$ cat config.mk
export PLATFORM = sky130hd
export DESIGN_NAME = sha256_message_hasher_unit
export DESIGN_NICKNAME = d
export VERILOG_FILES = /design/src/hdl/shmh_pkg.sv /design/src/hdl/shmh_front.sv /design/src/hdl/shmh_queue.sv /design/src/hdl/shmh_core.sv /design/src/hdl/sha256_message_hasher_unit.sv
export SDC_FILE = /design/constraint.sdc
export NUM_CORES = 2
export LEC_CHECK = 0
export ABC_CLOCK_PERIOD_IN_PS = 31200
export BUFFER_PORTS_ARGS = -buffer_cell sky130_fd_sc_hd__buf_2
export CAP_MARGIN = 20
export CORE_MARGIN = 1
export CORE_UTILIZATION = 55
export DETAILED_ROUTE_END_ITERATION = 12
export PLACE_DENSITY = 0.77
export SKIP_LAST_GASP = 1
export SLEW_MARGIN = 20
export SYNTH_ARGS = -nofsm -noshare
export SYNTH_HDL_FRONTEND = slang
export SYNTH_SLANG_ARGS = --single-unit
export TNS_END_PERCENT = 100
$ cat constraint.sdc
create_clock -name i_clk -period 31.2 [get_ports i_clk]
set_clock_uncertainty 0.2 [all_clocks]
set_input_delay 7.8 -clock i_clk [delete_from_list [all_inputs] [get_ports i_clk]]
set_output_delay 7.8 -clock i_clk [all_outputs]
set_load 0.01 [all_outputs]
$ cat src/hdl/shmh_pkg.sv
// Shared types, constants and round functions for the SHA-256 message hasher.
`default_nettype none

package shmh_pkg;

    // Depth of the word queue between the padding front end and the round engine
    localparam int QDEPTH = 4;
    localparam int QAW    = $clog2(QDEPTH);

    // Item moved through the word queue
    typedef struct packed {
        logic [31:0] word;
        logic        msg_end;
    } t_qitem;

    // Front end (padding) states
    typedef enum logic [1:0] {
        FR_IDLE,
        FR_PAD80,
        FR_PAD,
        FR_LENLO
    } t_front_state;

    // Round engine states
    typedef enum logic [1:0] {
        CORE_LOAD,
        CORE_ROUND,
        CORE_FOLD,
        CORE_OUT
    } t_core_state;

    // Padding constants
    localparam logic [31:0] PAD_WORD    = 32'h8000_0000;
    localparam logic [2:0]  FULL_BYTES  = 3'd4;
    localparam logic [3:0]  LEN_HI_SLOT = 4'd14;
    localparam logic [5:0]  FULL_BITS   = 6'd32;
    localparam logic [1:0]  LAST_PART   = 2'd3;

    // Initial hash values
    localparam logic [31:0] IV [8] = '{
        32'h6a09e667, 32'hbb67ae85, 32'h3c6ef372, 32'ha54ff53a,
        32'h510e527f, 32'h9b05688c, 32'h1f83d9ab, 32'h5be0cd19
    };

    // Round constants
    localparam logic [31:0] K_ROUND [64] = '{
        32'h428A2F98, 32'h71374491, 32'hB5C0FBCF, 32'hE9B5DBA5,
        32'h3956C25B, 32'h59F111F1, 32'h923F82A4, 32'hAB1C5ED5,
        32'hD807AA98, 32'h12835B01, 32'h243185BE, 32'h550C7DC3,
        32'h72BE5D74, 32'h80DEB1FE, 32'h9BDC06A7, 32'hC19BF174,
        32'hE49B69C1, 32'hEFBE4786, 32'h0FC19DC6, 32'h240CA1CC,
        32'h2DE92C6F, 32'h4A7484AA, 32'h5CB0A9DC, 32'h76F988DA,
        32'h983E5152, 32'hA831C66D, 32'hB00327C8, 32'hBF597FC7,
        32'hC6E00BF3, 32'hD5A79147, 32'h06CA6351, 32'h14292967,
        32'h27B70A85, 32'h2E1B2138, 32'h4D2C6DFC, 32'h53380D13,
        32'h650A7354, 32'h766A0ABB, 32'h81C2C92E, 32'h92722C85,
        32'hA2BFE8A1, 32'hA81A664B, 32'hC24B8B70, 32'hC76C51A3,
        32'hD192E819, 32'hD6990624, 32'hF40E3585, 32'h106AA070,
        32'h19A4C116, 32'h1E376C08, 32'h2748774C, 32'h34B0BCB5,
        32'h391C0CB3, 32'h4ED8AA4A, 32'h5B9CCA4F, 32'h682E6FF3,
        32'h748F82EE, 32'h78A5636F, 32'h84C87814, 32'h8CC70208,
        32'h90BEFFFA, 32'hA4506CEB, 32'hBEF9A3F7, 32'hC67178F2
    };

    // Rotate right by a constant amount
    function automatic logic [31:0] rotr(input logic [31:0] x, input int n);
        return (x >> n) | (x << (32 - n));
    endfunction

    function automatic logic [31:0] big_sigma0(input logic [31:0] x);
        return rotr(x, 2) ^ rotr(x, 13) ^ rotr(x, 22);
    endfunction

    function automatic logic [31:0] big_sigma1(input logic [31:0] x);
        return rotr(x, 6) ^ rotr(x, 11) ^ rotr(x, 25);
    endfunction

    function automatic logic [31:0] small_sigma0(input logic [31:0] x);
        return rotr(x, 7) ^ rotr(x, 18) ^ (x >> 3);
    endfunction

    function automatic logic [31:0] small_sigma1(input logic [31:0] x);
        return rotr(x, 17) ^ rotr(x, 19) ^ (x >> 10);
    endfunction

endpackage

`default_nettype wire

$ cat src/hdl/shmh_front.sv
// Front end: accepts message words, applies padding and length, feeds the word queue.
`default_nettype none

module shmh_front (
    input  wire logic             i_clk,
    input  wire logic             i_rst_n,
    input  wire logic             i_in_valid,
    output logic                  o_in_ready,
    input  wire logic [31:0]      i_data_word,
    input  wire logic [2:0]       i_byte_count,
    input  wire logic             i_last,
    output logic                  o_q_push,
    output shmh_pkg::t_qitem      o_q_item,
    input  wire logic             i_q_full
);

    shmh_pkg::t_front_state r_state, n_state;
    logic [3:0]  r_pos;
    logic [63:0] r_len;

    logic        accept;
    logic [2:0]  count_sat;
    logic [4:0]  byte_shift;
    logic [5:0]  len_add;
    logic [31:0] padded_word;

    // Classify the incoming word
    always_comb begin
        count_sat   = (i_byte_count > shmh_pkg::FULL_BYTES) ? shmh_pkg::FULL_BYTES
                                                           : i_byte_count;
        byte_shift  = {count_sat[1:0], 3'b000};
        len_add     = i_last ? {count_sat, 3'b000} : shmh_pkg::FULL_BITS;
        padded_word = (i_data_word & ~(32'hFFFF_FFFF >> byte_shift))
                    | (shmh_pkg::PAD_WORD >> byte_shift);
        accept      = i_in_valid && o_in_ready;
    end

    // Next state
    always_comb begin
        n_state = r_state;
        case (r_state)
            shmh_pkg::FR_IDLE: begin
                if (accept && i_last) begin
                    n_state = (count_sat == shmh_pkg::FULL_BYTES) ? shmh_pkg::FR_PAD80
                                                                   : shmh_pkg::FR_PAD;
                end
            end
            shmh_pkg::FR_PAD80: begin
                if (!i_q_full) begin
                    n_state = shmh_pkg::FR_PAD;
                end
            end
            shmh_pkg::FR_PAD: begin
                if (!i_q_full && r_pos == shmh_pkg::LEN_HI_SLOT) begin
                    n_state = shmh_pkg::FR_LENLO;
                end
            end
            shmh_pkg::FR_LENLO: begin
                if (!i_q_full) begin
                    n_state = shmh_pkg::FR_IDLE;
                end
            end
            default: n_state = shmh_pkg::FR_IDLE;
        endcase
    end

    // Outputs per state
    always_comb begin
        o_in_ready       = 1'b0;
        o_q_push         = 1'b0;
        o_q_item.word    = '0;
        o_q_item.msg_end = 1'b0;
        case (r_state)
            shmh_pkg::FR_IDLE: begin
                o_in_ready    = !i_q_full;
                o_q_push      = accept;
                o_q_item.word = (!i_last || count_sat == shmh_pkg::FULL_BYTES) ? i_data_word
                                                                                : padded_word;
            end
            shmh_pkg::FR_PAD80: begin
                o_q_push      = !i_q_full;
                o_q_item.word = shmh_pkg::PAD_WORD;
            end
            shmh_pkg::FR_PAD: begin
                o_q_push      = !i_q_full;
                o_q_item.word = (r_pos == shmh_pkg::LEN_HI_SLOT) ? r_len[63:32] : 32'd0;
            end
            shmh_pkg::FR_LENLO: begin
                o_q_push         = !i_q_full;
                o_q_item.word    = r_len[31:0];
                o_q_item.msg_end = 1'b1;
            end
            default: begin
                o_q_push = 1'b0;
            end
        endcase
    end

    // Track slot position and bit length
    always_ff @(posedge i_clk) begin
        if (!i_rst_n) begin
            r_state <= shmh_pkg::FR_IDLE;
            r_pos   <= '0;
            r_len   <= '0;
        end else begin
            r_state <= n_state;
            if (accept) begin
                r_len <= r_len + 64'(len_add);
            end
            if (o_q_push) begin
                if (r_state == shmh_pkg::FR_LENLO) begin
                    r_pos <= '0;
                    r_len <= '0;
                end else begin
                    r_pos <= r_pos + 4'd1;
                end
            end
        end
    end

endmodule

`default_nettype wire

$ cat src/hdl/shmh_queue.sv
// Short word queue between the padding front end and the round engine.
`default_nettype none

module shmh_queue (
    input  wire logic              i_clk,
    input  wire logic              i_rst_n,
    input  wire logic              i_push,
    input  wire shmh_pkg::t_qitem  i_item,
    output logic                   o_full,
    output logic                   o_valid,
    input  wire logic              i_pop,
    output shmh_pkg::t_qitem       o_item
);

    shmh_pkg::t_qitem r_mem [shmh_pkg::QDEPTH];
    logic [shmh_pkg::QAW-1:0] r_wp;
    logic [shmh_pkg::QAW-1:0] r_rp;
    logic [shmh_pkg::QAW:0]   r_count;

    logic do_push;
    logic do_pop;

    // Status and head of queue
    always_comb begin
        o_full  = (r_count == (shmh_pkg::QAW+1)'(shmh_pkg::QDEPTH));
        o_valid = (r_count != '0);
        o_item  = r_mem[r_rp];
        do_push = i_push && !o_full;
        do_pop  = i_pop && o_valid;
    end

    // Store pushed items
    always_ff @(posedge i_clk) begin
        if (do_push) begin
            r_mem[r_wp] <= i_item;
        end
    end

    // Advance pointers and count
    always_ff @(posedge i_clk) begin
        if (!i_rst_n) begin
            r_wp    <= '0;
            r_rp    <= '0;
            r_count <= '0;
        end else begin
            if (do_push) begin
                r_wp <= r_wp + 1'b1;
            end
            if (do_pop) begin
                r_rp <= r_rp + 1'b1;
            end
            case ({do_push, do_pop})
                2'b10:   r_count <= r_count + 1'b1;
                2'b01:   r_count <= r_count - 1'b1;
                default: r_count <= r_count;
            endcase
        end
    end

endmodule

`default_nettype wire

$ cat src/hdl/shmh_core.sv
// Round engine: collects 16 words, runs 64 rounds, folds into the chain and emits the digest.
`default_nettype none

module shmh_core (
    input  wire logic              i_clk,
    input  wire logic              i_rst_n,
    input  wire logic              i_q_valid,
    output logic                   o_q_pop,
    input  wire shmh_pkg::t_qitem  i_q_item,
    output logic                   o_out_valid,
    input  wire logic              i_out_ready,
    output logic [63:0]            o_digest_part,
    output logic [1:0]             o_part_index,
    output logic                   o_last_part
);

    shmh_pkg::t_core_state r_state, n_state;

    logic [31:0] r_w [16];
    logic [31:0] r_v [8];
    logic [31:0] r_h [8];
    logic [5:0]  r_cnt;
    logic        r_msg_end;
    logic        r_out_valid;
    logic [63:0] r_out_data;
    logic [1:0]  r_part;

    logic        q_ready;
    logic        out_take;
    logic [31:0] w_next;
    logic [31:0] t1;
    logic [31:0] t2;
    logic [31:0] ch;
    logic [31:0] maj;
    logic [31:0] sum [8];

    // Message schedule, one round and chain fold
    always_comb begin
        w_next = r_w[0] + shmh_pkg::small_sigma0(r_w[1]) + r_w[9]
               + shmh_pkg::small_sigma1(r_w[14]);
        ch     = (r_v[4] & r_v[5]) ^ (~r_v[4] & r_v[6]);
        maj    = (r_v[0] & r_v[1]) ^ (r_v[0] & r_v[2]) ^ (r_v[1] & r_v[2]);
        t1     = r_v[7] + shmh_pkg::big_sigma1(r_v[4]) + ch
               + shmh_pkg::K_ROUND[r_cnt] + r_w[0];
        t2     = shmh_pkg::big_sigma0(r_v[0]) + maj;
        for (int i = 0; i < 8; i++) begin
            sum[i] = r_h[i] + r_v[i];
        end
    end

    // Next state
    always_comb begin
        n_state = r_state;
        case (r_state)
            shmh_pkg::CORE_LOAD: begin
                if (i_q_valid && r_cnt[3:0] == 4'd15) begin
                    n_state = shmh_pkg::CORE_ROUND;
                end
            end
            shmh_pkg::CORE_ROUND: begin
                if (r_cnt == 6'd63) begin
                    n_state = shmh_pkg::CORE_FOLD;
                end
            end
            shmh_pkg::CORE_FOLD: begin
                n_state = r_msg_end ? shmh_pkg::CORE_OUT : shmh_pkg::CORE_LOAD;
            end
            shmh_pkg::CORE_OUT: begin
                if (out_take && r_part == shmh_pkg::LAST_PART) begin
                    n_state = shmh_pkg::CORE_LOAD;
                end
            end
            default: n_state = shmh_pkg::CORE_LOAD;
        endcase
    end

    // Outputs per state
    always_comb begin
        q_ready = 1'b0;
        case (r_state)
            shmh_pkg::CORE_LOAD: q_ready = 1'b1;
            default:             q_ready = 1'b0;
        endcase
        o_q_pop       = q_ready && i_q_valid;
        out_take      = r_out_valid && i_out_ready;
        o_out_valid   = r_out_valid;
        o_digest_part = r_out_data;
        o_part_index  = r_part;
        o_last_part   = (r_part == shmh_pkg::LAST_PART);
    end

    // Control registers
    always_ff @(posedge i_clk) begin
        if (!i_rst_n) begin
            r_state     <= shmh_pkg::CORE_LOAD;
            r_cnt       <= '0;
            r_msg_end   <= 1'b0;
            r_out_valid <= 1'b0;
            r_part      <= '0;
            for (int i = 0; i < 8; i++) begin
                r_h[i] <= shmh_pkg::IV[i];
            end
        end else begin
            r_state <= n_state;
            case (r_state)
                shmh_pkg::CORE_LOAD: begin
                    if (o_q_pop) begin
                        r_cnt     <= (r_cnt[3:0] == 4'd15) ? 6'd0 : r_cnt + 6'd1;
                        r_msg_end <= r_msg_end | i_q_item.msg_end;
                    end
                end
                shmh_pkg::CORE_ROUND: begin
                    r_cnt <= r_cnt + 6'd1;
                end
                shmh_pkg::CORE_FOLD: begin
                    for (int i = 0; i < 8; i++) begin
                        r_h[i] <= sum[i];
                    end
                    if (r_msg_end) begin
                        r_out_valid <= 1'b1;
                        r_part      <= '0;
                    end
                end
                shmh_pkg::CORE_OUT: begin
                    if (out_take) begin
                        if (r_part == shmh_pkg::LAST_PART) begin
                            // digest delivered: back to the initial chain
                            r_out_valid <= 1'b0;
                            r_msg_end   <= 1'b0;
                            for (int i = 0; i < 8; i++) begin
                                r_h[i] <= shmh_pkg::IV[i];
                            end
                        end else begin
                            r_part <= r_part + 2'd1;
                            for (int i = 0; i < 6; i++) begin
                                r_h[i] <= r_h[i+2];
                            end
                        end
                    end
                end
                default: begin
                    r_cnt <= r_cnt;
                end
            endcase
        end
    end

    // Datapath registers
    always_ff @(posedge i_clk) begin
        case (r_state)
            shmh_pkg::CORE_LOAD: begin
                if (o_q_pop) begin
                    for (int i = 0; i < 15; i++) begin
                        r_w[i] <= r_w[i+1];
                    end
                    r_w[15] <= i_q_item.word;
                    if (r_cnt[3:0] == 4'd15) begin
                        for (int i = 0; i < 8; i++) begin
                            r_v[i] <= r_h[i];
                        end
                    end
                end
            end
            shmh_pkg::CORE_ROUND: begin
                for (int i = 0; i < 15; i++) begin
                    r_w[i] <= r_w[i+1];
                end
                r_w[15] <= w_next;
                r_v[7]  <= r_v[6];
                r_v[6]  <= r_v[5];
                r_v[5]  <= r_v[4];
                r_v[4]  <= r_v[3] + t1;
                r_v[3]  <= r_v[2];
                r_v[2]  <= r_v[1];
                r_v[1]  <= r_v[0];
                r_v[0]  <= t1 + t2;
            end
            shmh_pkg::CORE_FOLD: begin
                r_out_data <= {sum[0], sum[1]};
            end
            shmh_pkg::CORE_OUT: begin
                if (out_take) begin
                    r_out_data <= {r_h[2], r_h[3]};
                end
            end
            default: begin
                r_out_data <= r_out_data;
            end
        endcase
    end

endmodule

`default_nettype wire

$ cat src/hdl/sha256_message_hasher_unit.sv
// Top level of the SHA-256 message hasher: front end, word queue and round engine.
//
// Input channel (i_in_valid / o_in_ready): one 32-bit big-endian message word per item,
// i_byte_count valid leading bytes (honored only with i_last), i_last on the final word.
// Output channel (o_out_valid / i_out_ready): after a final word, four items carry the
// 256-bit digest as 64-bit parts, part 0 first, o_last_part set on part 3.
// Each 16-word block is loaded word by word, run through 64 rounds and folded into the chain;
// the single round unit takes no words of the next block while it runs the rounds and the fold.
// Non-final words pass through the front end at one per cycle into a 4-entry queue and
// stall only when that queue is full or the front end is still padding a message.
// After a final word the front end is busy generating padding and the bit length;
// the first digest part is valid once the round engine has taken the last padding word
// and run the 64 rounds and the fold; the rest follow one per cycle while i_out_ready is high.
// While the receiver stalls, the current digest part is held and the round engine waits;
// the front end keeps accepting words of the next message until the queue fills.
// Reset (i_rst_n low, synchronous) empties the queue, clears position and length,
// and loads the standard initial hash values.
`default_nettype none

module sha256_message_hasher_unit (
    input  wire logic        i_clk,
    input  wire logic        i_rst_n,
    input  wire logic        i_in_valid,
    output logic             o_in_ready,
    input  wire logic [31:0] i_data_word,
    input  wire logic [2:0]  i_byte_count,
    input  wire logic        i_last,
    output logic             o_out_valid,
    input  wire logic        i_out_ready,
    output logic [63:0]      o_digest_part,
    output logic [1:0]       o_part_index,
    output logic             o_last_part
);

    logic             q_push;
    logic             q_full;
    logic             q_valid;
    logic             q_pop;
    shmh_pkg::t_qitem q_in_item;
    shmh_pkg::t_qitem q_out_item;

    // Padding front end
    shmh_front u_front (
        .i_clk        (i_clk),
        .i_rst_n      (i_rst_n),
        .i_in_valid   (i_in_valid),
        .o_in_ready   (o_in_ready),
        .i_data_word  (i_data_word),
        .i_byte_count (i_byte_count),
        .i_last       (i_last),
        .o_q_push     (q_push),
        .o_q_item     (q_in_item),
        .i_q_full     (q_full)
    );

    // Word queue
    shmh_queue u_queue (
        .i_clk   (i_clk),
        .i_rst_n (i_rst_n),
        .i_push  (q_push),
        .i_item  (q_in_item),
        .o_full  (q_full),
        .o_valid (q_valid),
        .i_pop   (q_pop),
        .o_item  (q_out_item)
    );

    // Round engine
    shmh_core u_core (
        .i_clk         (i_clk),
        .i_rst_n       (i_rst_n),
        .i_q_valid     (q_valid),
        .o_q_pop       (q_pop),
        .i_q_item      (q_out_item),
        .o_out_valid   (o_out_valid),
        .i_out_ready   (i_out_ready),
        .o_digest_part (o_digest_part),
        .o_part_index  (o_part_index),
        .o_last_part   (o_last_part)
    );

    // A final word always starts padding, so the front end is busy the next cycle
    a_busy_after_last: assert property (@(posedge i_clk) disable iff (!i_rst_n)
        i_in_valid && o_in_ready && i_last |=> !o_in_ready)
        else $error("input accepted right after a final word");

    // Digest parts advance in order
    a_part_order: assert property (@(posedge i_clk) disable iff (!i_rst_n)
        o_out_valid && i_out_ready && !o_last_part |=>
            o_out_valid && (o_part_index == $past(o_part_index) + 2'd1))
        else $error("digest part out of order");

    // After the final part the output goes idle
    a_idle_after_digest: assert property (@(posedge i_clk) disable iff (!i_rst_n)
        o_out_valid && i_out_ready && o_last_part |=> !o_out_valid)
        else $error("extra digest part after the final one");

    // The queue is never pushed while full
    a_queue_no_overflow: assert property (@(posedge i_clk) disable iff (!i_rst_n)
        q_full |-> !q_push)
        else $error("word queue overflow");

endmodule

`default_nettype wire

==> qor.yml <==
yosys:
  syn_nets: 7704
  syn_area_per_cell_um2: 10.8
  yosys_most_used_dff: "edfxtp_1"
  synth_common_cells: "nand2_1, edfxtp_1, a21oi_1, xnor2_1, o21ai_0"
  synth_top_area_share_pct: 44.5
  yosys.area.top_type: "edfxtp_1"
  postSynth.asyncResetShare_pct: 0
  synth_edf_count: 1124
  ys_seq_area_share_pct: 49.3
  syn_area_um2: 75900
  synth_cells: 7058
  synthTopCellsByArea: "edfxtp_1, ha_1, nand2_1"
  ys_warn_count: 0
  yosys_register_bits: 1308
  synth_cell_type_count: 95
  synth.most_common_cell: "nand2_1"
worst_setup_path:
  worstSetupEndpointType: "flip-flop"
  worstPathMaxFanout: 24
  crit_top_cell: "a21oi_1"
  crit_buf_inv: 5
  start_kind: "flip-flop"
  cp.arrival_ps: 10990
  critPathMaxStageDelay_ps: 910
  r2r_cells: 33
  cpMaxStageDelayCell: "o31ai_1"
  crit_family: "compound AO/OA/AOI/OAI gates"
  crit_required_ps: 31530
  cp.depth: 33
  crit_type: "flip-flop to flip-flop"
timing:
  rsz0062_at_grt: "no"
  slew_viol_final: 0
  setup_violations: 0
  worst_pin_slew_ps: 1100
  max_freq_mhz: 93.9
  finalCriticalPeriod_ps: 10660
  slew-limit-headroom_pct: 26.9
  report.final.hold_viol_count: 0
  setup_tns_ps: 0
  final.period_utilization_pct: 34.2
clock_tree:
  clk_latency_ps: 820
  cts_tree: "done"
  cts_hold_buf: 0
  cts_max_level: 4
  cts-resized-gates: 0
  cts_buffers: 139
  clockBufferDepth: 3
  cts.sink_count: 1308
  cts.clk_slew.worst_paths_ps: 60
  cts_setup_buffers: 0
  cts-root-buf: "clkbuf_16"
die:
  core_um2: 136000
  initial_utilization_pct: 55.7
  io_pins: 109
  die_area_um2: 139000
  rows: 135
  dieWidth_um: 373
  die_h_um: 373
placed_design:
  routabilityCongestion: 0.998
  hpwl_mm: 158
  portBuffers: 108
grt:
  grt_pass1_vias: 53800
  antenna_found_initial: 2
  gr-usage-all-layers_pct: 31.4
  grt_pass1_wl_mm: 331
  overflow: 0
  grt_max_degree: 193
drt:
  via_per_inst: 6.36
  route.layer.met1.wl_mm: 89.6
  dr.pass1.iters: 6
  top_layer: "met5"
  wl_per_cell_um: 24.8
  routed_wl_mm: 222
  wl_met2_mm: 95.8
  antenna_left: 0
  drt-initial-drc-count: 8058
  wl_met3_mm: 26.2
  drc: 0
  vias: 56800
run_status:
  status: "finished, final reports clean"
final_layout:
  multi_input_area_um2: 36300
  drive_gt1_share_pct: 7.30
  nNetsFinal: 7693
  seqCellArea_um2: 37400
  nFillCells: 10700
  area_growth_pct: 8.99
  antenna_cells: 0
min_path:
  holdPathStages: 0
  hold_path_class: "flip-flop to flip-flop"
flow_run:
  cap_violations: 0
[sequential cells by signal (all words and copies together) (netlist names), 2 cells and up, named ones only]
register,flops
u_core.o_part_index,2
u_front.r_state,2
u_core.r_v,256
u_core.r_state,2
u_core.r_h,256
u_queue.r_mem,132
u_front.r_len,61
u_front.r_pos,4
u_core.r_w,512
u_queue.r_wp,2
u_core.r_cnt,6
u_queue.r_rp,2
u_core.o_digest_part,64
u_queue.r_count,3
[through the flow]
| step | std cells | setup WS (ps) | utilization, % | hold WS [ps] | instance area [µm²] |
|---|---|---|---|---|---|
| final | 8934 | 20540 | 60.8 | 204 | 82700 |
| after global placement | 8687 | 19940 | 57.4 | 200 | 78100 |
| after global routing | 8934 | 20240 | 60.8 | 205 | 82700 |
| after CTS | 8934 | 20740 | 60.8 | 200 | 82700 |
| after floorplan | 7058 | 10760 | - | 200 | 75900 |
| after detailed placement | 8687 | 19850 | 57.4 | 205 | 78100 |
[cells by family after synthesis]
| group | count (synthesis) | synth area share, % |
|---|---|---|
| xor gates and xnor gates | 627 | 7.24 |
| buffers and inverters | 590 | 2.92 |
| AOI/OAI and AO/OA | 1695 | 14.3 |
| and+or+nand+nor | 2119 | 12.1 |
| muxes | 88 | 1.86 |
| adders and majority gates | 631 | 12.3 |
| DFF | 1308 | 49.3 |
[layout by cell type, fill, tap and decap left out, drive strengths merged, types with 19 or more instances in the layout]
cell,count
a211oi,63
o21bai,41
mux4,39
nor2,417
a22o,20
clkinv,57
o21a,57
o21ai,448
mux2,33
o211ai,46
a221oi,31
and3,51
o22ai,30
inv,262
o31ai,35
edfxtp,1124
or3,33
nor3,107
a221o,25
o31a,19
clkbuf,169
ha,409
a21o,146
nand2,1152
fa,197
and2,32
a21boi,25
dfxtp,184
buf,181
a31oi,44
nand3,120
maj3,25
nand2b,56
xnor2,430
a22oi,50
xor2,197
nor2b,52
nand4,25
a21oi,453
[worst register-to-register path: cells and delay by family, from the launching register on]
| kind | cells | cell delay [ps] |
|---|---|---|
| flops | 1 | 310 |
| simple gates | 3 | 500 |
| xor+xnor | 2 | 740 |
| fa+ha+maj | 7 | 3320 |
| compound gates | 16 | 4360 |
| buf+inv | 5 | 960 |
[area by class of cell]
cell class                 count  area share, %
clock buffer                 169           4.43
tap                         1781           2.69
multi-input combinational   5160           43.9
sequential                  1308           45.3
timing repair buffer         181           1.38
inverter                     257           1.18
clock inverter                78           1.11
[path summary, 6_finish.rpt]
path / from / end / slack [ps]
worst min-delay path: u_core.r_w[7][7]$_DFFE_PP_ / u_core.r_w[6][7]$_DFFE_PP_ / 200
worst max-delay path: u_core.r_cnt[1]$_SDFFE_PN0P_ / u_core.r_v[0][31]$_DFFE_PP_ / 20540
worst max register to register: u_core.r_cnt[1]$_SDFFE_PN0P_ / u_core.r_v[0][31]$_DFFE_PP_ / 20540
worst min register to register: u_core.r_w[7][7]$_DFFE_PP_ / u_core.r_w[6][7]$_DFFE_PP_ / 200
[metal layers]
metal	up-vias	global-route usage, %
li1	25500	-
met1	27400	44.4
met2	3443	46.7
met3	547	6.80
met4	2	13.5
met5	-	0
Power is left out: the tool's default activity adds up to more than one toggle a clock period on the data nets, which glitch-free logic cannot reach.
